==> config.mk <==
export PLATFORM = sky130hd
export DESIGN_NAME = led_pixel_error_diffusion_quantizer
export DESIGN_NICKNAME = d
export VERILOG_FILES = /design/src/hdl/lpedq_pkg.sv /design/src/hdl/lpedq_regs.sv /design/src/hdl/lpedq_dp.sv /design/src/hdl/lpedq_ctrl.sv /design/src/hdl/led_pixel_error_diffusion_quantizer.sv
export SDC_FILE = /design/constraint.sdc
export NUM_CORES = 2
export LEC_CHECK = 0
export BUFFER_PORTS_ARGS = -buffer_cell sky130_fd_sc_hd__clkbuf_2
export CAP_MARGIN = 25
export CORE_ASPECT_RATIO = 1.1
export CORE_MARGIN = 2
export CORE_UTILIZATION = 40
export DETAILED_ROUTE_END_ITERATION = 12
export GPL_TIMING_DRIVEN = 0
export SLEW_MARGIN = 20
export SYNTH_ARGS = -nofsm -noshare
export SYNTH_HDL_FRONTEND = slang
export SYNTH_SLANG_ARGS = --single-unit
==> constraint.sdc <==
create_clock -name clk -period 12.6 [get_ports clk]
set_input_delay 2.52 -clock clk [delete_from_list [all_inputs] [get_ports clk]]
set_output_delay 2.52 -clock clk [all_outputs]
set_load 0.05 [all_outputs]
==> src/hdl/lpedq_pkg.sv <==
// ----------------------------------------------------------------------------
// lpedq_pkg
// Shared types and constants for the LED pixel error diffusion quantizer.
// ----------------------------------------------------------------------------
package lpedq_pkg;

    localparam int FRAC_BITS_DEF = 16;   // default fraction bits of a component
    localparam int MAX_CHANNELS  = 4;    // samples per pixel at most
    localparam int NUM_COMP      = 4;    // components per pixel
    localparam int IDX_W         = 2;    // index into the components
    localparam int COMP_W        = 20;   // component width, signed
    localparam int SAMPLE_W      = 16;   // sample width
    localparam int CNT_W         = 3;    // channel count register width
    localparam int RANGE_W       = 17;   // sample range as a signed operand
    localparam int RANGE_NARROW  = 255;
    localparam int RANGE_WIDE    = 65535;
    localparam int ERR_MAX_LSB   = 32767; // error limit in sample LSB

    // divider: quotient magnitude fits in a component, two bits per cycle
    localparam int DIV_BITS   = COMP_W;
    localparam int DIV_CYCLES = DIV_BITS / 2;
    localparam int DCNT_W     = $clog2(DIV_CYCLES);

    // APB register map
    localparam int ADDR_W = 5;
    localparam int DATA_W = 32;

    typedef enum logic [2:0] {
        REG_CHANNEL_COUNT  = 3'd0,
        REG_CHANNEL_FIRST  = 3'd1,
        REG_CHANNEL_SECOND = 3'd2,
        REG_CHANNEL_THIRD  = 3'd3,
        REG_CHANNEL_FOURTH = 3'd4,
        REG_WIDE_SAMPLES   = 3'd5
    } reg_idx_t;

    localparam logic [CNT_W-1:0] RST_CHANNEL_COUNT  = 3'd3;
    localparam logic [IDX_W-1:0] RST_CHANNEL_FIRST  = 2'd0;
    localparam logic [IDX_W-1:0] RST_CHANNEL_SECOND = 2'd1;
    localparam logic [IDX_W-1:0] RST_CHANNEL_THIRD  = 2'd2;
    localparam logic [IDX_W-1:0] RST_CHANNEL_FOURTH = 2'd3;
    localparam logic             RST_WIDE_SAMPLES   = 1'b0;

    typedef struct packed {
        logic [CNT_W-1:0]                channel_count;
        logic [NUM_COMP-1:0][IDX_W-1:0]  channel_sel;   // [0] first .. [3] fourth
        logic                            wide_samples;
    } cfg_t;

    typedef enum logic [3:0] {
        ST_IDLE,
        ST_MAX,
        ST_LOAD,
        ST_DIV,
        ST_MUL,
        ST_SUM,
        ST_QNT,
        ST_ERR,
        ST_EMIT
    } state_t;

    // controller -> datapath
    typedef struct packed {
        logic             take;       // latch input item
        logic             find_max;   // register max and normalize flag
        logic             div_load;   // load divider with current component
        logic             div_step;   // two quotient bits
        logic             mul;        // n * range
        logic             sum;        // + carried error
        logic             quant;      // clamp and round
        logic             err_wr;     // new carried error
        logic [IDX_W-1:0] comp;       // component being worked
        logic             push;       // load output register
        logic [IDX_W-1:0] slot;       // emit slot
        logic             last;       // last sample of pixel
    } cmd_t;

    // datapath -> controller
    typedef struct packed {
        logic norm;      // largest component above full scale
        logic out_free;  // output register can take an item
    } sts_t;

endpackage

==> src/hdl/lpedq_regs.sv <==
// ----------------------------------------------------------------------------
// lpedq_regs
// APB configuration registers: channel count, channel order, sample width.
// ----------------------------------------------------------------------------
module lpedq_regs
    import lpedq_pkg::*;
(
    input  logic              clk,
    input  logic              rst_n,
    input  logic              psel,
    input  logic              penable,
    input  logic              pwrite,
    input  logic [ADDR_W-1:0] paddr,
    input  logic [DATA_W-1:0] pwdata,
    output logic [DATA_W-1:0] prdata,
    output logic              pready,
    output cfg_t              cfg
);

    logic [CNT_W-1:0] count_reg;
    logic [IDX_W-1:0] first_reg;
    logic [IDX_W-1:0] second_reg;
    logic [IDX_W-1:0] third_reg;
    logic [IDX_W-1:0] fourth_reg;
    logic             wide_reg;
    logic             wr_en;
    reg_idx_t         idx;

    assign pready = 1'b1;
    assign wr_en  = psel & penable & pwrite;
    assign idx    = reg_idx_t'(paddr[ADDR_W-1:2]);

    always_ff @(posedge clk or negedge rst_n)
    begin
        if (!rst_n)
        begin
            count_reg  <= RST_CHANNEL_COUNT;
            first_reg  <= RST_CHANNEL_FIRST;
            second_reg <= RST_CHANNEL_SECOND;
            third_reg  <= RST_CHANNEL_THIRD;
            fourth_reg <= RST_CHANNEL_FOURTH;
            wide_reg   <= RST_WIDE_SAMPLES;
        end
        else if (wr_en)
        begin
            case (idx)
                REG_CHANNEL_COUNT:  count_reg  <= pwdata[CNT_W-1:0];
                REG_CHANNEL_FIRST:  first_reg  <= pwdata[IDX_W-1:0];
                REG_CHANNEL_SECOND: second_reg <= pwdata[IDX_W-1:0];
                REG_CHANNEL_THIRD:  third_reg  <= pwdata[IDX_W-1:0];
                REG_CHANNEL_FOURTH: fourth_reg <= pwdata[IDX_W-1:0];
                REG_WIDE_SAMPLES:   wide_reg   <= pwdata[0];
                default: ;
            endcase
        end
    end

    always_comb
    begin
        case (idx)
            REG_CHANNEL_COUNT:  prdata = DATA_W'(count_reg);
            REG_CHANNEL_FIRST:  prdata = DATA_W'(first_reg);
            REG_CHANNEL_SECOND: prdata = DATA_W'(second_reg);
            REG_CHANNEL_THIRD:  prdata = DATA_W'(third_reg);
            REG_CHANNEL_FOURTH: prdata = DATA_W'(fourth_reg);
            REG_WIDE_SAMPLES:   prdata = DATA_W'(wide_reg);
            default:            prdata = '0;
        endcase
    end

    assign cfg.channel_count  = count_reg;
    assign cfg.channel_sel[0] = first_reg;
    assign cfg.channel_sel[1] = second_reg;
    assign cfg.channel_sel[2] = third_reg;
    assign cfg.channel_sel[3] = fourth_reg;
    assign cfg.wide_samples   = wide_reg;

endmodule

==> src/hdl/lpedq_dp.sv <==
// ----------------------------------------------------------------------------
// lpedq_dp
// Datapath: max search, shared radix-4 divider, scale, error add, clamp and
// round, error update, sample store and output register.
// ----------------------------------------------------------------------------
module lpedq_dp
    import lpedq_pkg::*;
#(
    parameter int FRAC_BITS = FRAC_BITS_DEF
)
(
    input  logic                       clk,
    input  logic                       rst_n,
    input  cfg_t                       cfg,
    input  cmd_t                       cmd,
    output sts_t                       sts,
    input  logic [NUM_COMP*COMP_W-1:0] s_tdata,
    input  logic                       s_tuser,
    output logic                       m_tvalid,
    input  logic                       m_tready,
    output logic [SAMPLE_W-1:0]        m_tdata,
    output logic                       m_tlast
);

    localparam int ERR_W  = FRAC_BITS + 16;
    localparam int PROD_W = COMP_W + RANGE_W;
    localparam int SUM_W  = ((PROD_W > ERR_W) ? PROD_W : ERR_W) + 1;
    localparam int DVD_W  = COMP_W + FRAC_BITS;
    localparam int REM_W  = COMP_W + 1;

    localparam logic signed [SUM_W-1:0] HALF     = SUM_W'(1) << (FRAC_BITS - 1);
    localparam logic signed [SUM_W-1:0] TOP_NAR  = SUM_W'(RANGE_NARROW) << FRAC_BITS;
    localparam logic signed [SUM_W-1:0] TOP_WIDE = SUM_W'(RANGE_WIDE) << FRAC_BITS;
    localparam logic signed [SUM_W-1:0] ERR_LIM  = SUM_W'(ERR_MAX_LSB) << FRAC_BITS;
    localparam logic signed [SUM_W-1:0] ERR_NLIM = -ERR_LIM;
    localparam logic signed [31:0]      ONE32    = 32'sd1 <<< FRAC_BITS;

    logic signed [COMP_W-1:0]   comp_reg [NUM_COMP];
    logic signed [ERR_W-1:0]    err_reg  [NUM_COMP];
    logic [SAMPLE_W-1:0]        sample_reg [NUM_COMP];
    logic signed [COMP_W-1:0]   max_reg;
    logic                       norm_reg;
    logic [REM_W-1:0]           rem_reg;
    logic [DIV_BITS-1:0]        dlow_reg;
    logic [DIV_BITS-1:0]        quo_reg;
    logic                       neg_reg;
    logic signed [PROD_W-1:0]   prod_reg;
    logic signed [SUM_W-1:0]    sum_reg;
    logic [SAMPLE_W-1:0]        q_reg;
    logic                       out_valid_reg;
    logic [SAMPLE_W-1:0]        out_data_reg;
    logic                       out_last_reg;

    // max search
    logic signed [COMP_W-1:0] m01, m23, max_c;
    logic signed [31:0]       max_ext;

    always_comb
    begin
        m01     = (comp_reg[1] > comp_reg[0]) ? comp_reg[1] : comp_reg[0];
        m23     = (comp_reg[3] > comp_reg[2]) ? comp_reg[3] : comp_reg[2];
        max_c   = (m23 > m01) ? m23 : m01;
        max_ext = {{(32-COMP_W){max_c[COMP_W-1]}}, max_c};
    end

    // divider load and step
    logic signed [COMP_W-1:0] x_c;
    logic [COMP_W-1:0]        absx;
    logic [DVD_W-1:0]         dvd;
    logic [REM_W-1:0]         dv;
    logic [REM_W-1:0]         r1, r1b, r2, r2b;
    logic                     b1, b2;

    always_comb
    begin
        x_c  = comp_reg[cmd.comp];
        absx = x_c[COMP_W-1] ? (~x_c + COMP_W'(1)) : x_c;
        dvd  = {absx, {FRAC_BITS{1'b0}}};
        dv   = {1'b0, max_reg};
        r1   = {rem_reg[REM_W-2:0], dlow_reg[DIV_BITS-1]};
        b1   = (r1 >= dv);
        r1b  = b1 ? (r1 - dv) : r1;
        r2   = {r1b[REM_W-2:0], dlow_reg[DIV_BITS-2]};
        b2   = (r2 >= dv);
        r2b  = b2 ? (r2 - dv) : r2;
    end

    // scale, add, clamp, round, error
    logic signed [COMP_W-1:0]  quo_s, n_c;
    logic signed [PROD_W-1:0]  n_ext, rng_ext, prod_c;
    logic signed [SUM_W-1:0]   sum_c, top_c, rnd_c, q_ext, e_c, e_sat;
    logic [SAMPLE_W-1:0]       q_c;

    always_comb
    begin
        quo_s   = $signed(quo_reg);
        n_c     = norm_reg ? (neg_reg ? -quo_s : quo_s) : comp_reg[cmd.comp];
        n_ext   = PROD_W'(n_c);
        rng_ext = cfg.wide_samples ? PROD_W'(RANGE_WIDE) : PROD_W'(RANGE_NARROW);
        prod_c  = n_ext * rng_ext;
        sum_c   = SUM_W'(prod_reg) + SUM_W'(err_reg[cmd.comp]);

        top_c   = cfg.wide_samples ? TOP_WIDE : TOP_NAR;
        rnd_c   = sum_reg + HALF;
        if (sum_reg < 0)
            q_c = '0;
        else if (sum_reg > top_c)
            q_c = cfg.wide_samples ? SAMPLE_W'(RANGE_WIDE) : SAMPLE_W'(RANGE_NARROW);
        else
            q_c = rnd_c[FRAC_BITS +: SAMPLE_W];

        q_ext = SUM_W'({1'b0, q_reg}) << FRAC_BITS;
        e_c   = sum_reg - q_ext;
        if (e_c > ERR_LIM)
            e_sat = ERR_LIM;
        else if (e_c < ERR_NLIM)
            e_sat = ERR_NLIM;
        else
            e_sat = e_c;
    end

    // payload registers
    always_ff @(posedge clk)
    begin
        if (cmd.take)
        begin
            for (int i = 0; i < NUM_COMP; i++)
                comp_reg[i] <= s_tdata[i*COMP_W +: COMP_W];
        end
        if (cmd.find_max)
            max_reg <= max_c;
        if (cmd.div_load)
        begin
            rem_reg  <= REM_W'(dvd >> DIV_BITS);
            dlow_reg <= dvd[DIV_BITS-1:0];
            quo_reg  <= '0;
            neg_reg  <= x_c[COMP_W-1];
        end
        else if (cmd.div_step)
        begin
            rem_reg  <= r2b;
            dlow_reg <= {dlow_reg[DIV_BITS-3:0], 2'b00};
            quo_reg  <= {quo_reg[DIV_BITS-3:0], b1, b2};
        end
        if (cmd.mul)
            prod_reg <= prod_c;
        if (cmd.sum)
            sum_reg <= sum_c;
        if (cmd.quant)
        begin
            q_reg                <= q_c;
            sample_reg[cmd.comp] <= q_c;
        end
        if (cmd.push)
        begin
            out_data_reg <= sample_reg[cfg.channel_sel[cmd.slot]];
            out_last_reg <= cmd.last;
        end
    end

    // control-side state
    always_ff @(posedge clk or negedge rst_n)
    begin
        if (!rst_n)
        begin
            norm_reg      <= 1'b0;
            out_valid_reg <= 1'b0;
            for (int i = 0; i < NUM_COMP; i++)
                err_reg[i] <= '0;
        end
        else
        begin
            if (cmd.find_max)
                norm_reg <= (max_ext > ONE32);
            if (cmd.take && s_tuser)
            begin
                for (int i = 0; i < NUM_COMP; i++)
                    err_reg[i] <= '0;
            end
            else if (cmd.err_wr)
                err_reg[cmd.comp] <= ERR_W'(e_sat);
            if (cmd.push)
                out_valid_reg <= 1'b1;
            else if (m_tready)
                out_valid_reg <= 1'b0;
        end
    end

    assign sts.norm     = norm_reg;
    assign sts.out_free = !out_valid_reg || m_tready;
    assign m_tvalid     = out_valid_reg;
    assign m_tdata      = out_data_reg;
    assign m_tlast      = out_last_reg;

`ifndef NO_ASSERTIONS
    // narrow mode never produces a sample above one byte
    assert property (@(posedge clk) disable iff (!rst_n)
        cmd.quant && !cfg.wide_samples |=> q_reg[SAMPLE_W-1:8] == '0)
        else $error("lpedq_dp: narrow sample exceeds 255");

    // written error stays within the saturation limit
    assert property (@(posedge clk) disable iff (!rst_n)
        cmd.err_wr && !cmd.take |=>
            (err_reg[$past(cmd.comp)] <= ERR_LIM) && (err_reg[$past(cmd.comp)] >= ERR_NLIM))
        else $error("lpedq_dp: carried error out of range");
`endif

endmodule

==> src/hdl/lpedq_ctrl.sv <==
// ----------------------------------------------------------------------------
// lpedq_ctrl
// Sequencer: walks the four components through divide (when normalizing),
// scale, quantize and error update, then emits the configured channels.
// ----------------------------------------------------------------------------
module lpedq_ctrl
    import lpedq_pkg::*;
(
    input  logic             clk,
    input  logic             rst_n,
    input  logic [CNT_W-1:0] channel_count,
    input  logic             s_tvalid,
    output logic             s_tready,
    input  sts_t             sts,
    output cmd_t             cmd
);

    state_t            state_reg, state_next;
    logic [IDX_W-1:0]  comp_reg, comp_next;
    logic [IDX_W-1:0]  slot_reg, slot_next;
    logic [DCNT_W-1:0] dcnt_reg, dcnt_next;
    logic [CNT_W-1:0]  count_eff;
    logic              slot_last;

    assign count_eff = (channel_count > CNT_W'(MAX_CHANNELS)) ? CNT_W'(MAX_CHANNELS)
                                                              : channel_count;
    assign slot_last = ({1'b0, slot_reg} + CNT_W'(1)) == count_eff;

    always_ff @(posedge clk or negedge rst_n)
    begin
        if (!rst_n)
        begin
            state_reg <= ST_IDLE;
            comp_reg  <= '0;
            slot_reg  <= '0;
            dcnt_reg  <= '0;
        end
        else
        begin
            state_reg <= state_next;
            comp_reg  <= comp_next;
            slot_reg  <= slot_next;
            dcnt_reg  <= dcnt_next;
        end
    end

    always_comb
    begin
        state_next = state_reg;
        comp_next  = comp_reg;
        slot_next  = slot_reg;
        dcnt_next  = dcnt_reg;
        cmd        = '0;
        cmd.comp   = comp_reg;
        cmd.slot   = slot_reg;
        s_tready   = 1'b0;

        case (state_reg)
            ST_IDLE:
            begin
                s_tready = 1'b1;
                if (s_tvalid)
                begin
                    cmd.take   = 1'b1;
                    state_next = ST_MAX;
                end
            end
            ST_MAX:
            begin
                cmd.find_max = 1'b1;
                comp_next    = '0;
                state_next   = ST_LOAD;
            end
            ST_LOAD:
            begin
                if (sts.norm)
                begin
                    cmd.div_load = 1'b1;
                    dcnt_next    = '0;
                    state_next   = ST_DIV;
                end
                else
                    state_next = ST_MUL;
            end
            ST_DIV:
            begin
                cmd.div_step = 1'b1;
                dcnt_next    = dcnt_reg + DCNT_W'(1);
                if (dcnt_reg == DCNT_W'(DIV_CYCLES - 1))
                    state_next = ST_MUL;
            end
            ST_MUL:
            begin
                cmd.mul    = 1'b1;
                state_next = ST_SUM;
            end
            ST_SUM:
            begin
                cmd.sum    = 1'b1;
                state_next = ST_QNT;
            end
            ST_QNT:
            begin
                cmd.quant  = 1'b1;
                state_next = ST_ERR;
            end
            ST_ERR:
            begin
                cmd.err_wr = 1'b1;
                if (comp_reg == IDX_W'(NUM_COMP - 1))
                begin
                    slot_next  = '0;
                    state_next = (count_eff == '0) ? ST_IDLE : ST_EMIT;
                end
                else
                begin
                    comp_next  = comp_reg + IDX_W'(1);
                    state_next = ST_LOAD;
                end
            end
            ST_EMIT:
            begin
                if (sts.out_free)
                begin
                    cmd.push = 1'b1;
                    cmd.last = slot_last;
                    if (slot_last)
                        state_next = ST_IDLE;
                    else
                        slot_next = slot_reg + IDX_W'(1);
                end
            end
            default:
                state_next = ST_IDLE;
        endcase
    end

`ifndef NO_ASSERTIONS
    // an item is only pushed when the output register can hold it
    assert property (@(posedge clk) disable iff (!rst_n)
        cmd.push |-> sts.out_free)
        else $error("lpedq_ctrl: push into a full output register");

    // the marked sample ends the pixel
    assert property (@(posedge clk) disable iff (!rst_n)
        cmd.push && cmd.last |=> state_reg == ST_IDLE)
        else $error("lpedq_ctrl: pixel not finished after last sample");

    // the divider only runs when normalizing
    assert property (@(posedge clk) disable iff (!rst_n)
        state_reg == ST_DIV |-> sts.norm)
        else $error("lpedq_ctrl: divide without normalization");
`endif

endmodule

==> src/hdl/led_pixel_error_diffusion_quantizer.sv <==
// ----------------------------------------------------------------------------
// led_pixel_error_diffusion_quantizer: error diffusion dither for LED pixels
// Per pixel: accept, max, then for each of the four components load, scale,
// add, quantize and error, plus ten radix-4 divider steps per component when
// the largest component exceeds full scale; then one emitted sample per cycle
// while the output register is free. The next pixel is taken once the last
// sample is in the output register (or after errors when none are emitted).
// Async active-low reset: carried errors zero, registers 3,0,1,2,3,0.
// ----------------------------------------------------------------------------
module led_pixel_error_diffusion_quantizer
    import lpedq_pkg::*;
#(
    parameter int FRAC_BITS = FRAC_BITS_DEF     // fraction bits, 8..24
)
(
    input  logic                       clk,
    input  logic                       rst_n,
    // input pixel
    input  logic                       s_tvalid,
    output logic                       s_tready,
    input  logic [NUM_COMP*COMP_W-1:0] s_tdata,   // comp_red, comp_green, comp_blue, comp_extra
    input  logic                       s_tuser,   // first_pixel
    // output samples
    output logic                       m_tvalid,
    input  logic                       m_tready,
    output logic [SAMPLE_W-1:0]        m_tdata,   // sample
    output logic                       m_tlast,   // last_of_pixel
    // configuration
    input  logic                       psel,
    input  logic                       penable,
    input  logic                       pwrite,
    input  logic [ADDR_W-1:0]          paddr,
    input  logic [DATA_W-1:0]          pwdata,
    output logic [DATA_W-1:0]          prdata,
    output logic                       pready
);

    cfg_t cfg;
    cmd_t cmd;
    sts_t sts;

    // APB register file
    lpedq_regs u_regs (
        .clk     (clk),
        .rst_n   (rst_n),
        .psel    (psel),
        .penable (penable),
        .pwrite  (pwrite),
        .paddr   (paddr),
        .pwdata  (pwdata),
        .prdata  (prdata),
        .pready  (pready),
        .cfg     (cfg)
    );

    // Sequencer: one pixel at a time. Components are processed one after
    // another through the shared divider (when normalizing) and the
    // scale/quantize stages; errors of all four are updated whether emitted or not.
    lpedq_ctrl u_ctrl (
        .clk           (clk),
        .rst_n         (rst_n),
        .channel_count (cfg.channel_count),
        .s_tvalid      (s_tvalid),
        .s_tready      (s_tready),
        .sts           (sts),
        .cmd           (cmd)
    );

    // Datapath. The output register decouples the sink: the next pixel is
    // accepted while the final sample of the previous one still waits.
    lpedq_dp #(
        .FRAC_BITS (FRAC_BITS)
    ) u_dp (
        .clk      (clk),
        .rst_n    (rst_n),
        .cfg      (cfg),
        .cmd      (cmd),
        .sts      (sts),
        .s_tdata  (s_tdata),
        .s_tuser  (s_tuser),
        .m_tvalid (m_tvalid),
        .m_tready (m_tready),
        .m_tdata  (m_tdata),
        .m_tlast  (m_tlast)
    );

endmodule

==> results by group <==
Detailed routing
  • Via density: about 5.4
  • Final WL: about 96000 um
  • Antenna viol nets, final: 0
  • Wire per inst: roughly 20 um
  • DR pass1 iterations: 7
  • DRC errors left: 0
  • Routed vias: about 26000
  • 1st-iter DRT viols: 1779

Clock network
  • Clock root buffer: clkbuf_16
  • Clk buf depth: 3
  • Worst skew pair latency: around 0.63 ns
  • CTS tree: built
  • CTS H-tree depth: 2
  • Setup bufs post-CTS: 0
  • # hold bufs at CTS: 0
  • Number of gates resized after CTS: 0
  • Reg clk slew, reported paths: roughly 0.060 ns
  • Total CTS buffers: 52
  • CTS Sinks: between 400 and 500

STA
  • Relative slew margins: 26.4%
  • Least-Margin Pin Slew: about 1.1 ns
  • Min Tclk post-route: roughly 11 ns
  • Max-slew violation count: 0
  • Fmax: 91.3 MHz
  • Final setup violation count: 0
  • Unrepaired setup endpoints after global routing: no
  • Setup TNS: 0 ns
  • Crit share post-route: roughly 87%
  • Worst Skew: 0.0461 ns
  • Final hold viol count: 0

Setup path
  • Crit path max-delay cell type: clkbuf_1
  • CP arrival: ~11 ns
  • CP max FO: 10
  • Reg2reg start: u_ctrl.comp_reg[1]$_DFFE_PN0P_
  • CP endpoint kind: flip-flop
  • Worst path most repeated cell: fa_1
  • R2R Setup Slk: roughly 1.6 ns
  • Worst reg2reg path depth: 27
  • Worst R2R End: u_dp.prod_reg[35]$_DFFE_PP_
  • Slowest cell delay on critical path: 0.88 ns
  • CP required: between 10 and 15 ns
  • Kind of critical path: flip-flop to flip-flop
  • Setup crit start kind: flip-flop

Yosys
  • Synthesized cell area: around 36000 sq um
  • Syn Inst Count: 3468
  • Post-synth EDFFs: approximately 290
  • Yosys reg bits: around 470
  • Predominant post-synthesis flop cell: edfxtp_1
  • Synth async-reset ratio: 32.7%
  • Syn Area/Cell: slightly above 10 sq um
  • Sequential share of the synthesized area: about 37%
  • Synth unique cells: 87
  • Yosys warnings: 0

Cells and area
  • Net count reported at finish: around 4300
  • Ant diodes: 0
  • Largest register FFs: roughly 130
  • Fraction of layout cells with a size suffix above 1: 10.2%
  • Number of fill cells in the layout: around 8400
  • FF/Latch Area: 13100 sq um
  • Multi-input gate area: 20600 sq um
  • P&R area growth vs syn: 11.5%

Die
  • Die Wd: a little under 300 um
  • Core Area: 89200 sq um
  • Initial Util: approximately two fifths
  • Boundary Pins: about 180
  • Die ar.: between 90000 and 100000 sq um
  • Row count: 115
  • Chip height: approximately 320 um

GRT
  • Initial antenna violation count: 0
  • First-pass GRT wire length: around 150000 um
  • Total GRT Usage: 20.8%
  • Vias in the first global route: ~27000
  • Largest net degree at the start of global routing: 79
  • Total grt overflow: 0

Run status
  • Status: finished, final reports clean

Placement
  • Post-detail-place hpwl: between 70000 and 80000 um
  • GPL Wtd Cong: ~1.0
  • Port bufs: 112

Worst hold path
  • Hold Path Origin: u_dp.err_reg[84]$_DFFE_PN0P_
  • Worst Hold Class: flip-flop to flip-flop
  • WHS Path Cells: 2
  • Worst Hold Path EP: u_dp.err_reg[84]$_DFFE_PN0P_

Job
  • Maxcap violations: 0
==> layer usage <==
metal	global-route usage, %	part of all wire [%]
met4	7.81	3.8
met2	35.6	48
met1	27.3	44
met5	0	0
met3	2.15	4.5
==> stage by stage <==
step           hold WS (ns)  instances  util (%)  area, sq um  setup slack [ns]
2_1_floorplan         0.446       3496         -        36100              3.84
4_1_cts               0.481       4890      44.9        40100              1.60
3_5_place_dp          0.471       4792      43.0        38400              1.62
5_1_grt               0.498       4892      45.0        40100              1.27
3_3_place_gp          0.462       4778      42.7        38100              1.74
6_report              0.482       4892      45.0        40100              1.65
==> synth_stat cells (all sizes together) (28+ instances only) <==
cell	count	area share (%)
ha	273	9.5
clkbuf	93	0.97
and2	33	0.57
mux4	72	4.5
o21ai	184	2.6
xnor2	106	2.6
a21o	75	1.6
nor3	51	0.71
nand3	90	1.3
or3	28	0.49
buf	55	0.96
nor2	233	2.4
nand2	269	2.8
dfrtp	148	10
a21oi	185	2.6
edfxtp	293	24
a211oi	34	0.71
a32o	66	1.8
fa	212	12
inv	441	4.6
xor2	96	2.3
==> how the worst max path moves through the flow <==
stage	startpoint	to	slack (ns)	cells past startpoint
after floorplan	u_ctrl.comp_reg[1]$_DFFE_PN0P_	u_dp.prod_reg[33]$_DFFE_PP_	3.84	27
after global placement	u_ctrl.comp_reg[1]$_DFFE_PN0P_	u_dp.prod_reg[35]$_DFFE_PP_	1.74	27
after detailed placement	u_ctrl.comp_reg[1]$_DFFE_PN0P_	u_dp.prod_reg[35]$_DFFE_PP_	1.62	27
after CTS	u_ctrl.comp_reg[1]$_DFFE_PN0P_	u_dp.prod_reg[35]$_DFFE_PP_	1.60	27
after global routing	u_ctrl.comp_reg[1]$_DFFE_PN0P_	u_dp.prod_reg[35]$_DFFE_PP_	1.27	27
final	u_ctrl.comp_reg[1]$_DFFE_PN0P_	u_dp.prod_reg[35]$_DFFE_PP_	1.65	27
==> layout by cell type (no fill, tap or decap), types with 28 or more instances in the layout <==
cell       netlist  routed
a21oi_1        185     178
or3_1           28      28
nand2_1        269     269
xor2_1          96      96
dfrtp_1        148     148
a21o_1          75      75
inv_1          441     441
a32o_1          66      66
clkbuf_2         0     113
ha_1           273     273
clkbuf_1        93     109
nor3_1          51      49
nand3_1         90      90
edfxtp_1       293     293
a211oi_1        34      34
buf_4           30      33
fa_1           212     212
and2_1          32      31
o21ai_0        111     111
mux4_2          72      72
conb_1           2      30
xnor2_1        106     106
clkbuf_16        0      55
nor2_1         233     232
o21ai_1         70      69
==> area by class of cell <==
class / instances / area share, %
Buffer: 148 / 1.73
Clock buffer: 74 / 3.66
Clock inverter: 24 / 0.593
Inverter: 442 / 4.14
Multi-Input combinational cell: 2435 / 51.5
Sequential cell: 471 / 32.8
Tap cell: 1170 / 3.65
Timing Repair Buffer: 128 / 1.97
==> cells by family (layout without fill, tap and decap cells) <==
group | Yosys count | after routing | share of synthesized area [%]
buffers and inverters | 590 | 816 | 6.54
other | 2 | 30 | 0.0209
AOI/OAI and AO/OA | 725 | 725 | 13.3
xor gates and xnor gates | 202 | 202 | 4.92
muxes | 117 | 117 | 5.84
and+or+nand+nor | 873 | 873 | 11.4
adders and majority gates | 488 | 488 | 21.4
DFF | 471 | 471 | 36.5
==> critical path, delay by kind of cell, from the launching register on <==
kind / cells / cell delay [ns]
simple gates: 2 / 0.58
flops: 1 / 0.52
buf+inv: 8 / 2.38
compound gates: 9 / 3.09
fa+ha+maj: 7 / 3.55
mux: 1 / 0.55
Power is not shown: default switching activity piles up to over one toggle a cycle in this logic, so the estimate is an artifact.
